$ cat config.mk
export PLATFORM = sky130hd
export DESIGN_NAME = evt3_event_stream_decoder
export DESIGN_NICKNAME = d
export VERILOG_FILES = /design/src/rtl/evt3_pkg.sv /design/src/rtl/evt3_decode.sv /design/src/rtl/evt3_expand.sv /design/src/rtl/evt3_event_stream_decoder.sv
export SDC_FILE = /design/constraint.sdc
export NUM_CORES = 1
export LEC_CHECK = 0
export ABC_AREA = 1
export CAP_MARGIN = 20
export CORE_AREA = 3 3 163 165
export CTS_CLUSTER_SIZE = 30
export DETAILED_ROUTE_END_ITERATION = 8
export DIE_AREA = 0 0 166 168
export DONT_BUFFER_PORTS = 1
export PLACE_DENSITY = 0.76
export SLEW_MARGIN = 20
export SYNTH_ARGS = -nofsm -noshare
export SYNTH_HDL_FRONTEND = slang
export SYNTH_HIERARCHICAL = 1
export SYNTH_SLANG_ARGS = --single-unit
$ cat constraint.sdc
create_clock -name clk_i -period 12.7 [get_ports clk_i]
set_input_delay 2.54 -clock clk_i [delete_from_list [all_inputs] [get_ports clk_i]]
set_output_delay 2.54 -clock clk_i [all_outputs]
set_load 0.02 [all_outputs]
$ cat src/rtl/evt3_pkg.sv
// Shared types and constants of the EVT 3.0 event stream decoder.
package evt3_pkg;

  localparam int unsigned WordW     = 16;
  localparam int unsigned PayW      = 12;
  localparam int unsigned TimeW     = 12;
  localparam int unsigned RollW     = 24;
  localparam int unsigned StampW    = 48;
  localparam int unsigned RowW      = 11;
  localparam int unsigned XW        = 16;
  localparam int unsigned MaskW     = 12;
  localparam int unsigned IdxW      = $clog2(MaskW);
  localparam int unsigned SpanBig   = 12;
  localparam int unsigned SpanSmall = 8;

  localparam logic [TimeW-1:0] FullBase    = 12'hFFF;
  localparam logic [TimeW-1:0] MarginReset = 12'd10;

  // word type codes
  localparam logic [3:0] WT_ADDR_Y      = 4'h0;
  localparam logic [3:0] WT_ADDR_X      = 4'h2;
  localparam logic [3:0] WT_VECT_BASE_X = 4'h3;
  localparam logic [3:0] WT_VECT_12     = 4'h4;
  localparam logic [3:0] WT_VECT_8      = 4'h5;
  localparam logic [3:0] WT_TIME_LOW    = 4'h6;
  localparam logic [3:0] WT_CONTINUED_4 = 4'h7;
  localparam logic [3:0] WT_TIME_HIGH   = 4'h8;
  localparam logic [3:0] WT_EXT_TRIGGER = 4'hA;
  localparam logic [3:0] WT_OTHERS      = 4'hE;
  localparam logic [3:0] WT_CONTINUED_12 = 4'hF;

  typedef enum logic [1:0] {
    KIND_PIXEL       = 2'd0,
    KIND_TRIGGER     = 2'd1,
    KIND_UNSUPPORTED = 2'd2
  } kind_e;

  // everything needed to expand one word into its results
  typedef struct packed {
    kind_e             kind;
    logic [StampW-1:0] stamp;
    logic [XW-1:0]     base_x;
    logic [RowW-1:0]   row;
    logic              pol;
    logic              trig_edge;
    logic [3:0]        trig_chan;
    logic [MaskW-1:0]  mask;
  } bundle_t;

endpackage

$ cat src/rtl/evt3_decode.sv
// Decoder state (row, time, rollover, vector base) and per-word bundle build.
module evt3_decode (
  input  logic                        clk_i,
  input  logic                        rst_ni,
  input  logic                        cfg_we_i,
  input  logic [evt3_pkg::TimeW-1:0]  cfg_wdata_i,
  input  logic                        accept_i,
  input  logic [evt3_pkg::WordW-1:0]  word_i,
  output evt3_pkg::bundle_t           bundle_o,
  output logic                        has_result_o
);

  logic [evt3_pkg::TimeW-1:0] margin_q;
  logic [evt3_pkg::RowW-1:0]  row_q, row_d;
  logic [evt3_pkg::TimeW-1:0] tl_q, tl_d;
  logic [evt3_pkg::TimeW-1:0] th_q, th_d;
  logic [evt3_pkg::RollW-1:0] roll_q, roll_d;
  logic [evt3_pkg::XW-1:0]    bx_q, bx_d;
  logic                       vpol_q, vpol_d;

  logic [3:0]                 code;
  logic [evt3_pkg::PayW-1:0]  pay;
  logic [evt3_pkg::TimeW-1:0] th_diff;

  assign code    = word_i[15:12];
  assign pay     = word_i[evt3_pkg::PayW-1:0];
  assign th_diff = th_q - pay;

  always_comb begin
    row_d  = row_q;
    tl_d   = tl_q;
    th_d   = th_q;
    roll_d = roll_q;
    bx_d   = bx_q;
    vpol_d = vpol_q;

    bundle_o.kind      = evt3_pkg::KIND_PIXEL;
    bundle_o.stamp     = {roll_q, th_q, tl_q};
    bundle_o.base_x    = '0;
    bundle_o.row       = '0;
    bundle_o.pol       = 1'b0;
    bundle_o.trig_edge = 1'b0;
    bundle_o.trig_chan = '0;
    bundle_o.mask      = '0;

    unique case (code) inside
      evt3_pkg::WT_ADDR_Y: begin
        row_d = pay[evt3_pkg::RowW-1:0];
      end
      evt3_pkg::WT_ADDR_X: begin
        bundle_o.base_x = {5'b0, pay[10:0]};
        bundle_o.row    = row_q;
        bundle_o.pol    = pay[11];
        bundle_o.mask   = evt3_pkg::MaskW'(1);
      end
      evt3_pkg::WT_VECT_BASE_X: begin
        bx_d   = {5'b0, pay[10:0]};
        vpol_d = pay[11];
      end
      evt3_pkg::WT_VECT_12: begin
        bundle_o.base_x = bx_q;
        bundle_o.row    = row_q;
        bundle_o.pol    = vpol_q;
        bundle_o.mask   = pay;
        bx_d            = bx_q + evt3_pkg::XW'(evt3_pkg::SpanBig);
      end
      evt3_pkg::WT_VECT_8: begin
        bundle_o.base_x = bx_q;
        bundle_o.row    = row_q;
        bundle_o.pol    = vpol_q;
        bundle_o.mask   = {4'b0, pay[7:0]};
        bx_d            = bx_q + evt3_pkg::XW'(evt3_pkg::SpanSmall);
      end
      evt3_pkg::WT_TIME_LOW: begin
        tl_d = pay;
      end
      evt3_pkg::WT_TIME_HIGH: begin
        if ((th_q > pay) && (th_diff >= (evt3_pkg::FullBase - margin_q))) begin
          roll_d = roll_q + evt3_pkg::RollW'(1);
        end
        th_d = pay;
        tl_d = '0;
      end
      evt3_pkg::WT_EXT_TRIGGER: begin
        bundle_o.kind      = evt3_pkg::KIND_TRIGGER;
        bundle_o.trig_edge = pay[0];
        bundle_o.trig_chan = pay[11:8];
        bundle_o.mask      = evt3_pkg::MaskW'(1);
      end
      evt3_pkg::WT_CONTINUED_4, evt3_pkg::WT_OTHERS, evt3_pkg::WT_CONTINUED_12: begin
      end
      default: begin
        bundle_o.kind  = evt3_pkg::KIND_UNSUPPORTED;
        bundle_o.stamp = '0;
        bundle_o.mask  = evt3_pkg::MaskW'(1);
      end
    endcase
  end

  assign has_result_o = (bundle_o.mask != '0);

  always_ff @(posedge clk_i or negedge rst_ni) begin
    if (!rst_ni) begin
      margin_q <= evt3_pkg::MarginReset;
    end else if (cfg_we_i) begin
      margin_q <= cfg_wdata_i;
    end
  end

  always_ff @(posedge clk_i or negedge rst_ni) begin
    if (!rst_ni) begin
      row_q  <= '0;
      tl_q   <= '0;
      th_q   <= '0;
      roll_q <= '0;
      bx_q   <= '0;
      vpol_q <= 1'b0;
    end else if (accept_i) begin
      row_q  <= row_d;
      tl_q   <= tl_d;
      th_q   <= th_d;
      roll_q <= roll_d;
      bx_q   <= bx_d;
      vpol_q <= vpol_d;
    end
  end

endmodule

$ cat src/rtl/evt3_expand.sv
// Bundle slot and result register: emits one result per set mask bit.
module evt3_expand (
  input  logic                         clk_i,
  input  logic                         rst_ni,
  input  logic                         load_i,
  input  evt3_pkg::bundle_t            bundle_i,
  output logic                         slot_free_o,
  output logic                         out_valid_o,
  input  logic                         out_stall_i,
  output logic [1:0]                   result_kind_o,
  output logic [evt3_pkg::StampW-1:0]  timestamp_o,
  output logic [evt3_pkg::XW-1:0]      pixel_x_o,
  output logic [evt3_pkg::RowW-1:0]    pixel_y_o,
  output logic                         polarity_o,
  output logic                         trigger_edge_o,
  output logic [3:0]                   trigger_channel_o,
  output logic                         last_of_word_o
);

  evt3_pkg::bundle_t            bnd_q;
  logic                         bvalid_q;
  logic                         out_valid_q;
  evt3_pkg::kind_e              kind_q;
  logic [evt3_pkg::StampW-1:0]  stamp_q;
  logic [evt3_pkg::XW-1:0]      x_q;
  logic [evt3_pkg::RowW-1:0]    y_q;
  logic                         pol_q;
  logic                         edge_q;
  logic [3:0]                   chan_q;
  logic                         last_q;

  logic                         out_load;
  logic                         pop;
  logic [evt3_pkg::IdxW-1:0]    idx;
  logic [evt3_pkg::MaskW-1:0]   rest;
  logic                         last;

  // lowest set bit of the remaining mask
  always_comb begin
    idx = '0;
    for (int i = evt3_pkg::MaskW - 1; i >= 0; i--) begin
      if (bnd_q.mask[i]) idx = evt3_pkg::IdxW'(i);
    end
  end

  assign rest        = bnd_q.mask & (bnd_q.mask - evt3_pkg::MaskW'(1));
  assign last        = (rest == '0);
  assign out_load    = !out_valid_q || !out_stall_i;
  assign pop         = bvalid_q && out_load;
  assign slot_free_o = !bvalid_q || (pop && last);

  always_ff @(posedge clk_i or negedge rst_ni) begin
    if (!rst_ni) begin
      bvalid_q    <= 1'b0;
      out_valid_q <= 1'b0;
    end else begin
      if (load_i) begin
        bvalid_q <= 1'b1;
      end else if (pop && last) begin
        bvalid_q <= 1'b0;
      end
      if (out_load) begin
        out_valid_q <= bvalid_q;
      end
    end
  end

  always_ff @(posedge clk_i) begin
    if (load_i) begin
      bnd_q <= bundle_i;
    end else if (pop) begin
      bnd_q.mask <= rest;
    end
    if (pop) begin
      kind_q  <= bnd_q.kind;
      stamp_q <= bnd_q.stamp;
      x_q     <= bnd_q.base_x + evt3_pkg::XW'(idx);
      y_q     <= bnd_q.row;
      pol_q   <= bnd_q.pol;
      edge_q  <= bnd_q.trig_edge;
      chan_q  <= bnd_q.trig_chan;
      last_q  <= last;
    end
  end

  assign out_valid_o       = out_valid_q;
  assign result_kind_o     = kind_q;
  assign timestamp_o       = stamp_q;
  assign pixel_x_o         = x_q;
  assign pixel_y_o         = y_q;
  assign polarity_o        = pol_q;
  assign trigger_edge_o    = edge_q;
  assign trigger_channel_o = chan_q;
  assign last_of_word_o    = last_q;

  a_slot_has_bits: assert property (@(posedge clk_i) disable iff (!rst_ni)
    bvalid_q |-> (bnd_q.mask != '0))
    else $error("bundle slot held with empty mask");

  a_single_is_last: assert property (@(posedge clk_i) disable iff (!rst_ni)
    (out_valid_q && (kind_q != evt3_pkg::KIND_PIXEL)) |-> last_q)
    else $error("trigger or error result not marked last");

  a_keep_partial: assert property (@(posedge clk_i) disable iff (!rst_ni)
    (pop && !last) |=> bvalid_q)
    else $error("bundle dropped with bits left");

  a_load_free: assert property (@(posedge clk_i) disable iff (!rst_ni)
    load_i |-> slot_free_o)
    else $error("bundle loaded into occupied slot");

endmodule

$ cat src/rtl/evt3_event_stream_decoder.sv
// Top level of the EVT 3.0 event stream decoder.
// Accepts one 16-bit EVT 3.0 word per cycle while in_stall is low. State words
// (row, time, vector base) update at once; each word with events is decoded in
// the accept cycle into a bundle slot, which feeds one registered result per
// cycle while out_stall is low. ADDR_X, trigger and unsupported words thus
// sustain one word per cycle while out_stall is low; a vector word stalls the
// input until all of its set valid bits but the last are emitted (up to 12
// results, the last flagged by last_of_word). rollover_margin may be written
// only while the block is idle.
module evt3_event_stream_decoder (
  input  logic                         clk_i,
  input  logic                         rst_ni,
  input  logic                         cfg_we_i,
  input  logic [evt3_pkg::TimeW-1:0]   cfg_wdata_i,
  input  logic                         in_valid_i,
  output logic                         in_stall_o,
  input  logic [evt3_pkg::WordW-1:0]   stream_word_i,
  output logic                         out_valid_o,
  input  logic                         out_stall_i,
  output logic [1:0]                   result_kind_o,
  output logic [evt3_pkg::StampW-1:0]  timestamp_o,
  output logic [evt3_pkg::XW-1:0]      pixel_x_o,
  output logic [evt3_pkg::RowW-1:0]    pixel_y_o,
  output logic                         polarity_o,
  output logic                         trigger_edge_o,
  output logic [3:0]                   trigger_channel_o,
  output logic                         last_of_word_o
);

  evt3_pkg::bundle_t bundle;
  logic              has_result;
  logic              slot_free;
  logic              accept;

  assign in_stall_o = !slot_free;
  assign accept     = in_valid_i && slot_free;

  evt3_decode u_decode (
    .clk_i        (clk_i),
    .rst_ni       (rst_ni),
    .cfg_we_i     (cfg_we_i),
    .cfg_wdata_i  (cfg_wdata_i),
    .accept_i     (accept),
    .word_i       (stream_word_i),
    .bundle_o     (bundle),
    .has_result_o (has_result)
  );

  evt3_expand u_expand (
    .clk_i             (clk_i),
    .rst_ni            (rst_ni),
    .load_i            (accept && has_result),
    .bundle_i          (bundle),
    .slot_free_o       (slot_free),
    .out_valid_o       (out_valid_o),
    .out_stall_i       (out_stall_i),
    .result_kind_o     (result_kind_o),
    .timestamp_o       (timestamp_o),
    .pixel_x_o         (pixel_x_o),
    .pixel_y_o         (pixel_y_o),
    .polarity_o        (polarity_o),
    .trigger_edge_o    (trigger_edge_o),
    .trigger_channel_o (trigger_channel_o),
    .last_of_word_o    (last_of_word_o)
  );

endmodule
# Yosys cells after proc, flatten, opt, wreduce, memory -nomap -nowiden
# Index checks and enable logic that the tools add are counted.
[totals]
regBits = 269
input_bits = 33
out_inout_bits = 86
word_cells = 94
[op_classes]
addsub = 7
order_cmp = 2
n_eq_ne = 10
n_mux = 21
bitwise = 1
n_reduce_logical = 28
[op_table]
columns = ["op", "count"]
rows = [
  ["case mux 28 bit (2 select lines)", 1],
  ["2-to-1 mux 4 bit", 12],
  ["case mux 16 bit (3 select lines)", 1],
  ["case mux 12 bit (3 select lines)", 1],
  ["adder 16 x 4 -> 16 bit (second input constant)", 2],
  ["adder 24 x 1 -> 24 bit (second input constant)", 1],
  ["2-to-1 mux 12 bit", 2],
  ["case mux 12 bit (2 select lines)", 1],
  ["adder 16 x 4 -> 16 bit", 1],
  ["equality test 4 x 3 -> 1 bit (second input constant)", 4],
  ["equality test 4 bit (second input constant)", 4],
  ["bitwise AND 12 bit", 1],
  ["greater-or-equal comparator 12 bit", 1],
  ["greater-than comparator 12 bit", 1],
  ["zero test 12 bit", 1],
  ["nonzero test 12 bit", 1],
  ["subtractor 12 x 1 -> 12 bit (second input constant)", 1],
  ["subtractor 12 bit", 1],
  ["subtractor 12 bit (first input constant)", 1],
  ["OR reduction 11 bit", 1],
  ["AND reduction 2 bit", 5],
  ["OR reduction 10 bit", 1],
  ["equality test 4 x 2 -> 1 bit (second input constant)", 2],
  ["OR reduction 7 bit", 1],
  ["10 further kinds", 21],
]

# Depth between registers and ports, before layout
[depth]
ltp_word = 13
mapped_depth = 20
mapped_depth_nobuf = 19

# By module
# Netlist, hierarchy kept.
[by_module_without_submodules]
columns = ["module", "instances", "cells_each", "area_each_um2", "seq_area_each_um2"]
rows = [
  ["evt3_expand", 1, 349, 6283.5, 5425.2],
  ["evt3_decode", 1, 883, 6178.4, 2204.6],
  ["evt3_event_stream_decoder", 1, 5, 21.3, 0.0],
]

# Worst setup path before layout
# Ideal clock, no wire load.
[synth_path]
path_kind = "input -> register"
start = "in out_stall_i"
end = "reg u_expand/bnd_q[0] (netlist name), enable pin"
arrival_ns = 7.719
slack_ns = 4.630
stages = 10
n_path_buf = 1
path_cell_list = "nand2_1 -> nand2_1 -> inv_1 -> nand3_2 -> nand2_2 -> nand2_1 -> nor2_2 -> clkbuf_1 -> inv_1 -> nand2_1"
[synth_between]
elab_chain_cells = 8
[synth_rtl]
columns = ["element", "line", "rtl"]
rows = [
  ["from (decl)", "evt3_event_stream_decoder.sv:19", "input logic out_stall_i,"],
  ["zero test 1 bit", "evt3_expand.sv:48", "assign out_load = !out_valid_q || !out_stall_i;"],
  ["logical OR 1 bit", "evt3_expand.sv:48", ""],
  ["logical AND 1 bit", "evt3_expand.sv:49", "assign pop = bvalid_q && out_load;"],
  ["net u_expand.pop", "evt3_expand.sv:33", "logic pop;"],
  ["logical AND 1 bit", "evt3_expand.sv:50", "assign slot_free_o = !bvalid_q || (pop && last);"],
  ["logical OR 1 bit", "evt3_expand.sv:50", ""],
  ["net slot_free", "evt3_event_stream_decoder.sv:32", "logic slot_free;"],
  ["logical AND 1 bit", "evt3_event_stream_decoder.sv:36", "assign accept = in_valid_i && slot_free;"],
  ["logical AND 1 bit", "evt3_event_stream_decoder.sv:52", ".load_i (accept && has_result),"],
  ["nonzero test 2 bit (no source line)", "--", ""],
  ["to (signal assigned)", "evt3_expand.sv:70", "bnd_q <= bundle_i;"],
  ["to (decl)", "evt3_expand.sv:20", "evt3_pkg::bundle_t bnd_q;"],
]
# The timed path passes the listed nets, and every way through them passes these cells.
# A chain may end at the register's enable or synchronous reset.

# Worst setup path in the final report
[layout_path]
start = "in out_stall_i"
end = "out in_stall_o"
[layout_between]
elab_chain_cells = 6
[layout_rtl]
columns = ["element", "line", "rtl"]
rows = [
  ["zero test 1 bit", "evt3_expand.sv:48", ""],
  ["logical OR 1 bit", "evt3_expand.sv:48", ""],
  ["logical AND 1 bit", "evt3_expand.sv:49", ""],
  ["net u_expand.pop", "evt3_expand.sv:33", ""],
  ["logical AND 1 bit", "evt3_expand.sv:50", ""],
  ["logical OR 1 bit", "evt3_expand.sv:50", ""],
  ["net slot_free", "evt3_event_stream_decoder.sv:32", ""],
  ["zero test 1 bit", "evt3_event_stream_decoder.sv:35", "assign in_stall_o = !slot_free;"],
  ["to (decl)", "evt3_event_stream_decoder.sv:16", "output logic in_stall_o,"],
]
# The timed path passes the listed nets, and every way through them passes these cells.

==> reports/metrics.cfg <==
[clock_network]
cts_sinks = 269
ctsHtreeMaxLevel = 1
hold_buffers = 0
clockBufferDepth = 3
cts_buffers = 28
path_clk_slew_ns = 0.06
clkLatencyLatePin_ns = 0.54
root_buffer = clkbuf_16
cts_setup_buffers = 0
tritoncts = done
cts_resized = 0

[run]
cap_viol_max_count = 0

[sta]
slew_headroom_pct = 35.06
rsz0062_at_grt = false
period_share_pct = 44.47
setup_viol = 0
slew_violations = 0
whs_ns = 0.4116
layout_min_cycle_time_ns = 5.647
hold_viol = 0
worst_pin_slew_ns = 0.9741
clock.fmax_mhz = 177.1
finalClockSkew_ns = 0.009044
setup_tns_ns = 0

[critical_path]
r2r_cells = 12
worstPathArrival_ns = 3.11
cp_max_fo = 3
required_ns = 10.16
critPathCaptureType = output port
crit_path_end = in_stall_o
r2r_end = u_expand/bnd_q[5]$_DFFE_PP_
r2r_slack_ns = 8.83
critPathKind = input pin to output port
startpoint_type = input pin
reg2reg_from = u_expand/bnd_q[3]$_DFFE_PP_
cp-startpoint = out_stall_i

[floorplan]
fp.dieH_um = 168
num_io_pins = 119
die_w_um = 166
rows = 58
initial_utilization_pct = 49.57
coreArea_um2 = 25180
die_area_um2 = 27890

[power]
p_int_mw = 1.861
leakagePower_nw = 5.624
combPwrFrac_pct = 24.0
total_power_mw = 2.862
p_per_area_nw_per_um2 = 210.0
swShare_pct = 34.98
switching_power_mw = 1.001
clockPowerShare_pct = 27.4
seqPwrFrac_pct = 48.5
peakVddDrop_v = 0.0001519

[grt]
grt_max_degree = 91
grt_pass1_vias = 8106
grt_usage_pct = 19.57
grt_overflow = 0
antenna_found_initial = 0
grt_pass1_wl_um = 44070

[detailed_routing]
vias = 8495
final_antenna_net_count = 0
first_iter_violations = 805
drt-wirelength-per-cell_um = 17.33
routed_wirelength_um = 27530
drt-pass1-iter-count = 6
via_per_inst = 5.346
drc = 0

[synth]
synth_edf_count = 179
synthArstFlopShare_pct = 33.46
synth_cell_type_count = 46
ys_seq_area_share_pct = 61.12
synth_cells = 1237
synth_ff_type = edfxtp_1
synth_nets = 1304
yosysWarningCount = 6
syn_area_um2 = 12480
syn_area_per_cell_um2 = 10.09
synth-seq-cells = 269

[run_status]
status = finished clean

[placed_design]
io_buffers = 0
place_congestion = 0.9507
dpl.hpwl_um = 19260

[min_path]
hold_class = flip-flop to flip-flop
hp-start = u_expand/bnd_q[88]$_DFFE_PP_

[finish]
syn2layout_area_growth_pct = 9.161
fill_cells = 2173
drive_above_1_share_pct = 7.625
fin_nets = 1305
antenna_cells = 0
postLayoutCoreUtil_pct = 54.11

## worst min path at each step
stage | slack (ns) | depth (start not counted) | to
6_report | 0.41 | 0 | u_expand/timestamp_o[43]$_DFFE_PP_
5_1_grt | 0.42 | 0 | u_expand/timestamp_o[43]$_DFFE_PP_
4_1_cts | 0.41 | 0 | u_expand/timestamp_o[43]$_DFFE_PP_
3_5_place_dp | 0.40 | 0 | u_expand/result_kind_o[1]$_DFFE_PP_
3_3_place_gp | 0.40 | 0 | u_expand/trigger_channel_o[1]$_DFFE_PP_
2_1_floorplan | 0.40 | 0 | u_expand/pixel_y_o[0]$_DFFE_PP_
## registers in the layout, indices dropped and copies added, names as in the netlist, 2 cells and up
| signal | flops |
|---|---|
| u_expand/bnd_q | 95 |
| u_expand/pixel_y_o | 11 |
| u_decode/th_q | 12 |
| u_decode/tl_q | 12 |
| u_decode/bx_q | 16 |
| u_decode/margin_q | 12 |
| u_expand/pixel_x_o | 16 |
| u_expand/result_kind_o | 2 |
| u_decode/row_q | 11 |
| u_expand/timestamp_o | 48 |
| u_expand/trigger_channel_o | 4 |
| u_decode/roll_q | 24 |
## critical path, stage by stage
cell and delay [ns]:
nand2_1 0.04, nand2_1 0.13, clkinv_2 0.09, nand3_2 0.08, nand2_2 0.07, inv_1 0.16
## power groups by stage
stage,Clock (mW),Sequential (mW),Combinational [mW]
floorplan,0,1.37,0.538
global placement,0,1.40,0.659
detailed placement,0,1.41,0.680
CTS,0.804,1.39,0.685
global route,0.844,1.41,0.789
finish,0.786,1.39,0.688
## per-layer routing
metal / global-route usage, % / part of all wire (%) / up-vias
li1: - / - / 4122
met1: 27.25 / 44 / 4039
met4: 5.967 / 2.5 / 0
met2: 31.31 / 47 / 297
met5: 0 / 0 / -
met3: 4.085 / 6.8 / 37
## cell usage after synthesis, types with 5 or more instances
cell	n	share of area (%)
dfrtp_1	88	18
buf_4	5	0.30
nor2_2	6	0.30
nand3_1	55	2.2
nor2_1	154	4.6
ha_1	32	3.2
buf_2	13	0.52
edfxtp_1	179	43
nand4_1	34	1.7
nand2_1	279	8.4
inv_1	153	4.6
buf_6	7	0.63
clkbuf_1	6	0.18
o21ai_0	57	2.3
o22ai_1	27	1.4
mux2_2	11	0.99
xnor2_1	12	0.84
a21oi_1	31	1.2
xor2_1	25	1.8
nand2_2	13	0.65
## cells in the final DEF, fill, tap and decap left out, types with 2 or more instances in the layout
cell type   count
inv_2           4
nor2_2          5
buf_4           3
clkinvlp_4      3
o211ai_1        4
o21a_1          3
o22ai_1        27
dfrtp_1        88
xnor2_1        12
o21ai_1         4
nand2_1       279
bufinv_16       2
ha_1           32
clkbuf_1        7
nor3_1          4
inv_1         152
a21oi_1        31
xor2_1         25
nor2_1        154
nand4_1        34
fa_1            2
nand4_2         2
clkbuf_16      29
nor4_1          3
o221ai_1        2
inv_4           2
clkinv_4        4
clkinv_1        3
dfstp_2         2
nor2_4          4
edfxtp_1      179
nand2_2        13
mux2_2         11
nand3_1        55
o21ai_0        57
nand3_2         2
clkinv_2        4
## layout make-up
cell class	instances	area [um2]	share of cell area [%]
Sequential cell	269	7630	55.99
Multi-Input combinational cell	776	4051	29.73
Clock buffer	36	752.0	5.518
Inverter	159	603.1	4.426
Tap cell	330	412.9	3.030
Clock inverter	15	143.9	1.056
Timing Repair Buffer	4	33.78	0.2479
## cell families after synthesis
group	count (synthesis)	share of synthesized area (%)
XOR/XNOR	37	2.596
multiplexers	11	0.9923
AO/OA/AOI/OAI	135	6.074
flip-flops	269	61.12
AND/OR/NAND/NOR	559	19.16
buffers and inverters	192	6.525
adder cells (fa/ha/maj)	34	3.528
## through the flow
step | cells | setup slack (ns) | instance area, um2
after floorplan | 1237 | 4.630 | 12480
after global placement | 1538 | 6.788 | 12730
after detailed placement | 1538 | 6.583 | 12730
after CTS | 1589 | 7.062 | 13620
after global routing | 1589 | 6.810 | 13630
final | 1589 | 7.053 | 13630
(Power assumes the default switching activity.)
